<file path="src/mer_pkg.sv">
// shared types and constants of the midpoint ellipse rasterizer
package mer_pkg;

  localparam int RADIUS_BITS_DEF = 10;
  localparam int COORD_BITS_DEF  = 11;
  localparam int COLOUR_BITS     = 4;
  localparam int CFG_IDX_BITS    = 2;

  localparam logic ACT_START = 1'b0;
  localparam logic ACT_STEP  = 1'b1;

  localparam logic [CFG_IDX_BITS-1:0] CFG_CENTER_X = 2'd0;
  localparam logic [CFG_IDX_BITS-1:0] CFG_CENTER_Y = 2'd1;

  localparam logic [1:0] BEAT_FIRST = 2'd0;
  localparam logic [1:0] BEAT_LAST  = 2'd3;

  typedef enum logic [3:0] {
    ST_IDLE,
    ST_SQ_A,
    ST_SQ_B,
    ST_AAB,
    ST_INIT,
    ST_P1,
    ST_P2,
    ST_FIN,
    ST_TX2,
    ST_BTX,
    ST_YM2,
    ST_AYM,
    ST_ADD,
    ST_SUB
  } ctrl_state_e;

  typedef enum logic [3:0] {
    OP_NONE,
    OP_START,
    OP_STEP,
    OP_SQ_A,
    OP_SQ_B,
    OP_AAB,
    OP_INIT,
    OP_P1,
    OP_P2,
    OP_FIN,
    OP_TX2,
    OP_BTX,
    OP_YM2,
    OP_AYM,
    OP_ADD,
    OP_SUB
  } dp_op_e;

  typedef struct packed {
    dp_op_e     op;
    logic       pix_load;
    logic [1:0] beat;
  } dp_cmd_t;

  typedef struct packed {
    logic step_done;
    logic to_region_two;
  } dp_stat_t;

endpackage

</file>
<file path="src/mer_ctrl.sv">
// sequencer of the ellipse rasterizer: operation schedule and pixel beats
module mer_ctrl
  import mer_pkg::*;
(
  input  logic     clk_i,
  input  logic     rst_ni,
  input  logic     in_valid_i,
  output logic     in_stall_o,
  input  logic     action_i,
  output logic     out_valid_o,
  input  logic     out_stall_i,
  output dp_cmd_t  cmd_o,
  input  dp_stat_t stat_i
);

  ctrl_state_e state_q, state_d;
  logic        active_q, active_d;
  logic        emit_q, emit_d;
  logic [1:0]  beat_q, beat_d;
  logic        out_valid_q, out_valid_d;
  logic        accept;
  logic        pix_load;
  dp_op_e      op;

  assign in_stall_o = !((state_q == ST_IDLE) && !emit_q);
  assign accept     = in_valid_i && !in_stall_o;

  // next state
  always_comb begin
    state_d  = state_q;
    active_d = active_q;
    case (state_q)
      ST_IDLE: begin
        if (accept) begin
          if (action_i == ACT_START) begin
            state_d  = ST_SQ_A;
            active_d = 1'b1;
          end else if (active_q) begin
            if (stat_i.step_done) begin
              active_d = 1'b0;
            end else begin
              state_d = ST_P1;
            end
          end
        end
      end
      ST_SQ_A: state_d = ST_SQ_B;
      ST_SQ_B: state_d = ST_AAB;
      ST_AAB:  state_d = ST_INIT;
      ST_INIT: state_d = ST_IDLE;
      ST_P1:   state_d = ST_P2;
      ST_P2:   state_d = ST_FIN;
      ST_FIN: begin
        state_d = stat_i.to_region_two ? ST_TX2 : ST_IDLE;
      end
      ST_TX2:  state_d = ST_BTX;
      ST_BTX:  state_d = ST_YM2;
      ST_YM2:  state_d = ST_AYM;
      ST_AYM:  state_d = ST_ADD;
      ST_ADD:  state_d = ST_SUB;
      ST_SUB:  state_d = ST_IDLE;
      default: state_d = ST_IDLE;
    endcase
  end

  // datapath operation per state
  always_comb begin
    op = OP_NONE;
    case (state_q)
      ST_IDLE: begin
        if (accept && (action_i == ACT_START)) begin
          op = OP_START;
        end else if (accept && active_q) begin
          op = OP_STEP;
        end
      end
      ST_SQ_A: op = OP_SQ_A;
      ST_SQ_B: op = OP_SQ_B;
      ST_AAB:  op = OP_AAB;
      ST_INIT: op = OP_INIT;
      ST_P1:   op = OP_P1;
      ST_P2:   op = OP_P2;
      ST_FIN:  op = OP_FIN;
      ST_TX2:  op = OP_TX2;
      ST_BTX:  op = OP_BTX;
      ST_YM2:  op = OP_YM2;
      ST_AYM:  op = OP_AYM;
      ST_ADD:  op = OP_ADD;
      ST_SUB:  op = OP_SUB;
      default: op = OP_NONE;
    endcase
  end

  // pixel beats into the output register
  always_comb begin
    pix_load    = emit_q && (!out_valid_q || !out_stall_i);
    emit_d      = emit_q;
    beat_d      = beat_q;
    out_valid_d = out_valid_q && out_stall_i;
    if (pix_load) begin
      out_valid_d = 1'b1;
      beat_d      = beat_q + 2'd1;
      if (beat_q == BEAT_LAST) begin
        emit_d = 1'b0;
      end
    end
    if (accept && (action_i == ACT_STEP) && active_q) begin
      emit_d = 1'b1;
      beat_d = BEAT_FIRST;
    end
  end

  assign cmd_o       = {op, pix_load, beat_q};
  assign out_valid_o = out_valid_q;

  always_ff @(posedge clk_i or negedge rst_ni) begin
    if (!rst_ni) begin
      state_q     <= ST_IDLE;
      active_q    <= 1'b0;
      emit_q      <= 1'b0;
      beat_q      <= BEAT_FIRST;
      out_valid_q <= 1'b0;
    end else begin
      state_q     <= state_d;
      active_q    <= active_d;
      emit_q      <= emit_d;
      beat_q      <= beat_d;
      out_valid_q <= out_valid_d;
    end
  end

`ifndef ASSERT_OFF
  a_beat_in_burst: assert property (@(posedge clk_i) disable iff (!rst_ni)
    (beat_q != BEAT_FIRST) |-> emit_q)
    else $error("beat counter running outside a pixel burst");

  a_active_fall: assert property (@(posedge clk_i) disable iff (!rst_ni)
    $fell(active_q) |-> $past(accept && (action_i == ACT_STEP)))
    else $error("ellipse ended without a step beat");

  a_step_emits: assert property (@(posedge clk_i) disable iff (!rst_ni)
    (accept && (action_i == ACT_STEP) && active_q) |=> emit_q)
    else $error("active step did not start a pixel burst");

  a_switch_entry: assert property (@(posedge clk_i) disable iff (!rst_ni)
    (state_q == ST_TX2) |-> $past(state_q == ST_FIN))
    else $error("region switch entered out of sequence");
`endif

endmodule

</file>
<file path="src/mer_datapath.sv">
// walker registers, shared multiplier, decision accumulator and pixel output register
module mer_datapath
  import mer_pkg::*;
#(
  parameter int RADIUS_BITS = RADIUS_BITS_DEF,
  parameter int COORD_BITS  = COORD_BITS_DEF
) (
  input  logic                          clk_i,
  input  logic                          rst_ni,
  input  logic                          cfg_we_i,
  input  logic [CFG_IDX_BITS-1:0]       cfg_index_i,
  input  logic [COORD_BITS-1:0]         cfg_wdata_i,
  input  logic [RADIUS_BITS-1:0]        radius_x_i,
  input  logic [RADIUS_BITS-1:0]        radius_y_i,
  input  logic [COLOUR_BITS-1:0]        colour_i,
  input  dp_cmd_t                       cmd_i,
  output dp_stat_t                      stat_o,
  output logic signed [COORD_BITS+1:0]  pixel_x_o,
  output logic signed [COORD_BITS+1:0]  pixel_y_o,
  output logic [COLOUR_BITS-1:0]        pixel_colour_o,
  output logic                          last_pixel_o
);

  localparam int R  = RADIUS_BITS;
  localparam int MA = 2 * R;
  localparam int MB = 2 * R + 4;
  localparam int PW = MA + MB;
  localparam int DW = 4 * R + 8;
  localparam int CW = 3 * R + 1;
  localparam int OW = COORD_BITS + 2;

  logic [COORD_BITS-1:0]  cx_q, cy_q;
  logic [R-1:0]           ra_q, rb_q;
  logic [COLOUR_BITS-1:0] colour_q;
  logic [MA-1:0]          a2_q, b2_q;
  logic [R:0]             x_q, y_q;
  logic [DW-1:0]          d_q;
  logic                   reg2_q;
  logic [PW-1:0]          prod_q;
  logic [CW-1:0]          keep_q;
  logic [R:0]             px_q;
  logic [R-1:0]           py_q;
  logic                   pr2_q, pdone_q, dneg_q;
  logic [OW-1:0]          pix_x_q, pix_y_q;
  logic [COLOUR_BITS-1:0] pix_col_q;
  logic                   pix_last_q;

  logic [MA-1:0] op_a;
  logic [MB-1:0] op_b;
  logic [PW-1:0] mul_out;
  logic [DW-1:0] prod_ext;
  logic [R:0]    x_next, y_next;
  logic          dneg, inc_x, dec_y;
  logic [R+1:0]  tx;
  logic [R-1:0]  ym;
  logic          use_p1, use_p2, gt;
  logic          neg_x, neg_y;
  logic [OW-1:0] off_x, off_y;

  // step of the walker, decided by the sign of the scaled decision
  assign dneg   = d_q[DW-1];
  assign inc_x  = reg2_q ? dneg : 1'b1;
  assign dec_y  = reg2_q ? 1'b1 : !dneg;
  assign x_next = x_q + {{R{1'b0}}, inc_x};
  assign y_next = y_q - {{R{1'b0}}, dec_y};

  assign tx = {x_q, 1'b1};
  assign ym = (y_q[R-1:0] == '0) ? {{(R-1){1'b0}}, 1'b1} : y_q[R-1:0] - {{(R-1){1'b0}}, 1'b1};

  assign use_p1 = reg2_q ? dneg_q : 1'b1;
  assign use_p2 = reg2_q ? 1'b1 : !dneg_q;
  assign gt     = keep_q > prod_q[CW-1:0];

  assign stat_o.step_done     = y_next[R];
  assign stat_o.to_region_two = (cmd_i.op == OP_FIN) && !reg2_q && gt;

  // shared multiplier operands
  always_comb begin
    op_a = '0;
    op_b = '0;
    case (cmd_i.op)
      OP_SQ_A: begin
        op_a = MA'(ra_q);
        op_b = MB'(ra_q);
      end
      OP_SQ_B: begin
        op_a = MA'(rb_q);
        op_b = MB'(rb_q);
      end
      OP_AAB: begin
        op_a = a2_q;
        op_b = MB'(rb_q);
      end
      OP_P1: begin
        op_a = b2_q;
        op_b = MB'(x_q);
      end
      OP_P2: begin
        op_a = a2_q;
        op_b = MB'(y_q[R-1:0]);
      end
      OP_TX2: begin
        op_a = MA'(tx);
        op_b = MB'(tx);
      end
      OP_BTX: begin
        op_a = b2_q;
        op_b = prod_q[MB-1:0];
      end
      OP_YM2: begin
        op_a = MA'(ym);
        op_b = MB'(ym);
      end
      OP_AYM: begin
        op_a = a2_q;
        op_b = prod_q[MB-1:0];
      end
      OP_ADD: begin
        op_a = a2_q;
        op_b = MB'(b2_q);
      end
      default: begin
        op_a = '0;
        op_b = '0;
      end
    endcase
  end

  assign mul_out  = {{MB{1'b0}}, op_a} * {{MA{1'b0}}, op_b};
  assign prod_ext = DW'(prod_q);

  // mirror signs per beat, order depends on the region of the emitted point
  always_comb begin
    if (!pr2_q) begin
      neg_x = (cmd_i.beat == 2'd1) || (cmd_i.beat == 2'd2);
      neg_y = (cmd_i.beat == 2'd2) || (cmd_i.beat == 2'd3);
    end else begin
      neg_x = (cmd_i.beat == 2'd2) || (cmd_i.beat == 2'd3);
      neg_y = (cmd_i.beat == 2'd1) || (cmd_i.beat == 2'd2);
    end
    off_x = neg_x ? ({OW{1'b0}} - OW'(px_q)) : OW'(px_q);
    off_y = neg_y ? ({OW{1'b0}} - OW'(py_q)) : OW'(py_q);
  end

  // center registers
  always_ff @(posedge clk_i or negedge rst_ni) begin
    if (!rst_ni) begin
      cx_q <= '0;
      cy_q <= '0;
    end else if (cfg_we_i) begin
      if (cfg_index_i == CFG_CENTER_X) begin
        cx_q <= cfg_wdata_i;
      end else if (cfg_index_i == CFG_CENTER_Y) begin
        cy_q <= cfg_wdata_i;
      end
    end
  end

  always_ff @(posedge clk_i or negedge rst_ni) begin
    if (!rst_ni) begin
      reg2_q <= 1'b0;
    end else if (cmd_i.op == OP_START) begin
      reg2_q <= 1'b0;
    end else if (stat_o.to_region_two) begin
      reg2_q <= 1'b1;
    end
  end

  // walker, multiplier and accumulator
  always_ff @(posedge clk_i) begin
    case (cmd_i.op)
      OP_START: begin
        ra_q     <= radius_x_i;
        rb_q     <= radius_y_i;
        colour_q <= colour_i;
        x_q      <= '0;
        y_q      <= {1'b0, radius_y_i};
      end
      OP_STEP: begin
        x_q     <= x_next;
        y_q     <= y_next;
        px_q    <= x_q;
        py_q    <= y_q[R-1:0];
        pr2_q   <= reg2_q;
        pdone_q <= y_next[R];
        dneg_q  <= dneg;
      end
      OP_SQ_A: a2_q <= mul_out[MA-1:0];
      OP_SQ_B: b2_q <= mul_out[MA-1:0];
      OP_AAB:  prod_q <= mul_out;
      OP_INIT: d_q <= (DW'(b2_q) << 2) + DW'(a2_q) - (prod_ext << 2);
      OP_P1:   prod_q <= mul_out;
      OP_P2: begin
        prod_q <= mul_out;
        keep_q <= prod_q[CW-1:0];
        d_q    <= d_q + (use_p1 ? (prod_ext << 3) : {DW{1'b0}})
                      + (reg2_q ? (DW'(a2_q) << 2) : (DW'(b2_q) << 2));
      end
      OP_FIN:  d_q <= d_q - (use_p2 ? (prod_ext << 3) : {DW{1'b0}});
      OP_TX2:  prod_q <= mul_out;
      OP_BTX:  prod_q <= mul_out;
      OP_YM2: begin
        prod_q <= mul_out;
        d_q    <= prod_ext;
      end
      OP_AYM:  prod_q <= mul_out;
      OP_ADD: begin
        prod_q <= mul_out;
        d_q    <= d_q + (prod_ext << 2);
      end
      OP_SUB:  d_q <= d_q - (prod_ext << 2);
      default: begin
      end
    endcase
  end

  // output register
  always_ff @(posedge clk_i) begin
    if (cmd_i.pix_load) begin
      pix_x_q    <= OW'(cx_q) + off_x;
      pix_y_q    <= OW'(cy_q) + off_y;
      pix_col_q  <= colour_q;
      pix_last_q <= (cmd_i.beat == BEAT_LAST) && pdone_q;
    end
  end

  assign pixel_x_o      = $signed(pix_x_q);
  assign pixel_y_o      = $signed(pix_y_q);
  assign pixel_colour_o = pix_col_q;
  assign last_pixel_o   = pix_last_q;

`ifndef ASSERT_OFF
  a_fin_live: assert property (@(posedge clk_i) disable iff (!rst_ni)
    (cmd_i.op == OP_FIN) |-> !y_q[R])
    else $error("decision update on a finished ellipse");

  a_region_rise: assert property (@(posedge clk_i) disable iff (!rst_ni)
    $rose(reg2_q) |-> $past(cmd_i.op == OP_FIN))
    else $error("region two entered outside the switch check");

  a_last_beat: assert property (@(posedge clk_i) disable iff (!rst_ni)
    (cmd_i.pix_load && (cmd_i.beat != BEAT_LAST)) |=> !pix_last_q)
    else $error("last pixel flag on an inner beat");
`endif

endmodule

</file>
<file path="src/midpoint_ellipse_rasterizer.sv">
// top level of the midpoint ellipse rasterizer
// Two-region midpoint ellipse walker with four-way symmetry. A start beat
// (action 0) latches radius_x, radius_y and colour, then squares the radii
// and seeds the scaled decision term, during which no beat is accepted. A
// step beat (action 1) on a running ellipse yields four mirrored pixels
// around the center registers, one per cycle through a registered output
// while out_stall is low; in parallel the decision term is updated on a
// single shared multiplier in steps P1, P2 and FIN, plus TX2, BTX, YM2, AYM,
// ADD and SUB on the step that crosses from region one into region two. The
// next beat is taken once the update is done and the last of the four
// pixels sits in the output register. The last pixel of the step that ends
// the ellipse (y below zero) carries last_pixel. Steps on an idle block are
// taken and dropped, a start during a running ellipse restarts it. center_x
// and center_y are written at indexes 0 and 1 of the config port; the user
// must do so only while the block is idle, which the block itself does not enforce.
module midpoint_ellipse_rasterizer
  import mer_pkg::*;
#(
  parameter int RADIUS_BITS = RADIUS_BITS_DEF,
  parameter int COORD_BITS  = COORD_BITS_DEF
) (
  input  logic                          clk_i,
  input  logic                          rst_ni,
  // config write port
  input  logic                          cfg_we_i,
  input  logic [CFG_IDX_BITS-1:0]       cfg_index_i,
  input  logic [COORD_BITS-1:0]         cfg_wdata_i,
  // command beats
  input  logic                          in_valid_i,
  output logic                          in_stall_o,
  input  logic                          action_i,
  input  logic [RADIUS_BITS-1:0]        radius_x_i,
  input  logic [RADIUS_BITS-1:0]        radius_y_i,
  input  logic [COLOUR_BITS-1:0]        colour_i,
  // pixel beats
  output logic                          out_valid_o,
  input  logic                          out_stall_i,
  output logic signed [COORD_BITS+1:0]  pixel_x_o,
  output logic signed [COORD_BITS+1:0]  pixel_y_o,
  output logic [COLOUR_BITS-1:0]        pixel_colour_o,
  output logic                          last_pixel_o
);

  dp_cmd_t  cmd;
  dp_stat_t stat;

  // schedule of datapath operations and pixel beats
  mer_ctrl u_ctrl (
    .clk_i       (clk_i),
    .rst_ni      (rst_ni),
    .in_valid_i  (in_valid_i),
    .in_stall_o  (in_stall_o),
    .action_i    (action_i),
    .out_valid_o (out_valid_o),
    .out_stall_i (out_stall_i),
    .cmd_o       (cmd),
    .stat_i      (stat)
  );

  // walker state, shared multiplier, accumulator and output register
  mer_datapath #(
    .RADIUS_BITS (RADIUS_BITS),
    .COORD_BITS  (COORD_BITS)
  ) u_datapath (
    .clk_i          (clk_i),
    .rst_ni         (rst_ni),
    .cfg_we_i       (cfg_we_i),
    .cfg_index_i    (cfg_index_i),
    .cfg_wdata_i    (cfg_wdata_i),
    .radius_x_i     (radius_x_i),
    .radius_y_i     (radius_y_i),
    .colour_i       (colour_i),
    .cmd_i          (cmd),
    .stat_o         (stat),
    .pixel_x_o      (pixel_x_o),
    .pixel_y_o      (pixel_y_o),
    .pixel_colour_o (pixel_colour_o),
    .last_pixel_o   (last_pixel_o)
  );

endmodule
</file>
<file path="config.mk">
export PLATFORM = sky130hd
export DESIGN_NAME = midpoint_ellipse_rasterizer
export DESIGN_NICKNAME = d
export VERILOG_FILES = /design/src/mer_pkg.sv /design/src/mer_ctrl.sv /design/src/mer_datapath.sv /design/src/midpoint_ellipse_rasterizer.sv
export SDC_FILE = /design/constraint.sdc
export NUM_CORES = 2
export LEC_CHECK = 0
export BUFFER_PORTS_ARGS = -buffer_cell sky130_fd_sc_hd__buf_4
export CAP_MARGIN = 30
export CORE_ASPECT_RATIO = 1.4
export CORE_MARGIN = 2
export CORE_UTILIZATION = 35
export CTS_CLUSTER_SIZE = 40
export DETAILED_ROUTE_END_ITERATION = 16
export SKIP_LAST_GASP = 1
export SLEW_MARGIN = 15
export SYNTH_ARGS = -nofsm -noshare
export SYNTH_HDL_FRONTEND = slang
export SYNTH_HIERARCHICAL = 1
export SYNTH_SLANG_ARGS = --single-unit
</file>
<file path="constraint.sdc">
create_clock -name clk_i -period 23.3 [get_ports clk_i]
set_input_delay 6.99 -clock clk_i [delete_from_list [all_inputs] [get_ports clk_i]]
set_output_delay 6.99 -clock clk_i [all_outputs]
set_load 0.02 [all_outputs]
</file>
==> run summary <==
Syn Area/Cell: 8.88 µm²
Min-Delay Path Class: reg -> reg
# hold bufs at CTS: 0
Clock Latency Late Sink: 0.59 ns
Num CTS Buffers: 34
initial antenna violation count: 4
largest net degree at the start of global routing: 56
Area contributors post-synth: fa_1, edfxtp_1, ha_1
simple-gate share of the synthesized area: 15.2%
complex-gate fraction of the synthesized area: 15.9%
crit path capture type: register
Period minus WS final: 16.63 ns
share of cells above drive strength 1: 6.37%
DIE WIDTH: 295 µm
net count after synthesis: 5542
GRT Resource Usage Total: 22.7%
Max Cap Viol: 0
largest family of logic cells by synthesized area: adder cells
CTS tree: yes
Post-synth EDFFs: 262
H-Tree Depth: 2
first-pass iteration count of the detailed router: 9
post-synthesis to final-layout area growth: 8.72%
Remaining DRCs: 0
ANT nets after route: 0
max-slew violation count: 0
via count: 34799
Total Nets Final: 5516
first-pass GRT wire length: 210000 µm
initial DRC count: 2494
CP Max Fanout: 55
most frequent cell after synthesis: inv_1
flop-to-flop setup slack: 12.45 ns
end of the worst register-to-register path: u_datapath/prod_q[36]
Cell Rows: 149
Synth top cells by count: inv_1, nand2_1, fa_1
RSZ-0062 raised after global routing: false
Yosys reg bits: 294
clk slew on worst S/H paths: 0.07 ns
Synth area leader: fa_1
setup_tns: 0 ns
cell area after synthesis: 41400 µm²
Cells after Synth: 4663
IO buf count: 75
DR vias/cell: 5.57
WP data required: 23.61 ns
vias in the first global route: 35810
Routed WL per cell: 22.0 µm
relative slew slack: 23.7%
# Post-CTS Setup Buffers: 0
register area share after synthesis: 20.9%
Fill cells: 11905
XOR/XNOR Fraction of Synth Area: 6.02%
routability cong.: 0.997
FFs w/ async S/R, synth: 10.9%
Clock Skew: 0.0400 ns
total wire length: 138000 µm
kind of critical path: in -> reg
top cell type's share of synthesized area: 21.0%
crit start category: primary input
status: complete, no violations
Largest stage delay, worst path: 0.72 ns
Root Driver: clkbuf_16
Starting Density: 35.2%
post_cts resized: 0
Critical Path AT: 16.94 ns
Final HPWL DP: 108000 µm
Synth Flop Type: edfxtp_1
Hold EP: u_datapath/pixel_colour_o[3]
source of the worst register-to-register timing path: u_ctrl/state_q[1]
Die Area: 121000 µm²
warnings from Yosys: 6
Fin. Hold Viols: 0
IO Count: 76
max frequency: 0.0601 GHz
Core ar.: 118000 µm²
Die Span Y: 411 µm
adder-cell area share of the yosys netlist: 33.1%
fin crit share: 71.4%
hold path startpoint: u_datapath/colour_q[3]
clk sink count: 294
FF-to-FF path depth: 36
Worst Tran Pin Value: 1.14 ns
Hold Crit Depth: 0
Max stage delay cell, worst path: a2111oi_1
final setup vio count: 0
CTS max path bufs: 3
multiplexer share of the synthesized area: 0.922%
Yosys cell types: 94
Remaining Overflow, GRT: 0
## metal layers
metal	up-vias	part of all wire, %	global-route usage (%)	wire length, µm
li1	15766	-	-	-
met1	17236	38	26.5	52100
met2	1359	49	39.5	67200
met3	436	6.2	2.62	8510
met4	2	7.1	14.0	9710
met5	-	0.012	0	16
## cells by family (layout without fill, tap and decap cells)
| family | Yosys count | after routing |
|---|---|---|
| xor gates and xnor gates | 283 | 283 |
| buffers and inverters | 864 | 864 |
| DFF | 294 | 294 |
| AOI/OAI and AO/OA | 990 | 990 |
| and+or+nand+nor | 1361 | 1361 |
| adders and majority gates | 836 | 836 |
| other | 0 | 1 |
| muxes | 35 | 35 |
## state kept, by name, indices dropped and copies added, names as in the netlist, 13 cells and up
name,count
u_datapath/keep_q,31
u_datapath/d_q,46
u_datapath/b2_q,20
u_datapath/prod_q,44
u_datapath/a2_q,20
u_datapath/pixel_y_o,13
u_datapath/pixel_x_o,13
## placed cells by master (no fill, tap or decap), types with 28 or more instances in the layout
master / n
nand2_1: 535
a31oi_1: 34
nand2b_1: 65
nand3_1: 56
o21ai_0: 180
dfrtp_1: 32
nor3_1: 49
o21bai_1: 41
inv_1: 639
and2_1: 75
a22oi_1: 55
nand4_1: 56
xnor2_1: 198
edfxtp_1: 262
a211oi_1: 28
nor2_1: 368
xor2_1: 84
a21o_1: 121
clkbuf_16: 34
ha_1: 402
buf_4: 153
a21oi_1: 241
fa_1: 434
o31ai_1: 33
## worst max-delay path, delay by kind of cell
kind                     cells  cell delay, ns
AO/OA/AOI/OAI               12            2.99
adder cells (fa/ha/maj)      8            3.98
XOR/XNOR                     1            0.08
AND/OR/NAND/NOR              4            0.85
buffers and inverters       12            1.97
## final cells by class
class | count | area, µm² | share of cell area [%]
multi-input combinational | 3505 | 29500 | 65.6
clock inverter | 20 | 218 | 0.484
tap | 1585 | 1980 | 4.41
sequential | 294 | 8670 | 19.3
clock buffer | 42 | 901 | 2.00
antenna | 1 | 2.50 | 0.00556
timing repair buffer | 162 | 1310 | 2.90
inverter | 640 | 2400 | 5.34
## worst max-delay path by stage
| stage | startpoint | end | slack, ns | depth (start not counted) |
|---|---|---|---|---|
| after floorplan | in_valid_i | u_datapath/prod_q[42] | 7.16 | 35 |
| after global placement | in_valid_i | u_datapath/prod_q[36] | 5.92 | 37 |
| after detailed placement | in_valid_i | u_datapath/prod_q[36] | 5.92 | 37 |
| after CTS | in_valid_i | u_datapath/prod_q[36] | 6.53 | 37 |
| after global routing | in_valid_i | u_datapath/prod_q[36] | 6.03 | 37 |
| final | in_valid_i | u_datapath/prod_q[36] | 6.67 | 37 |
## stage by stage
step           hold WS [ns]  utilization, %  setup WS [ns]  instance area (µm²)  instances
2_1_floorplan         0.400               -           7.16                41400       4663
3_3_place_gp          0.400            37.1           5.92                43700       6172
3_5_place_dp          0.405            37.2           5.92                43800       6177
4_1_cts               0.418            38.2           6.53                44900       6239
5_1_grt               0.423            38.3           6.03                45000       6248
6_report              0.417            38.3           6.67                45000       6249
Power is left out: the tool's default activity adds up to more than one toggle a clock period on the data nets, which glitch-free logic cannot reach.
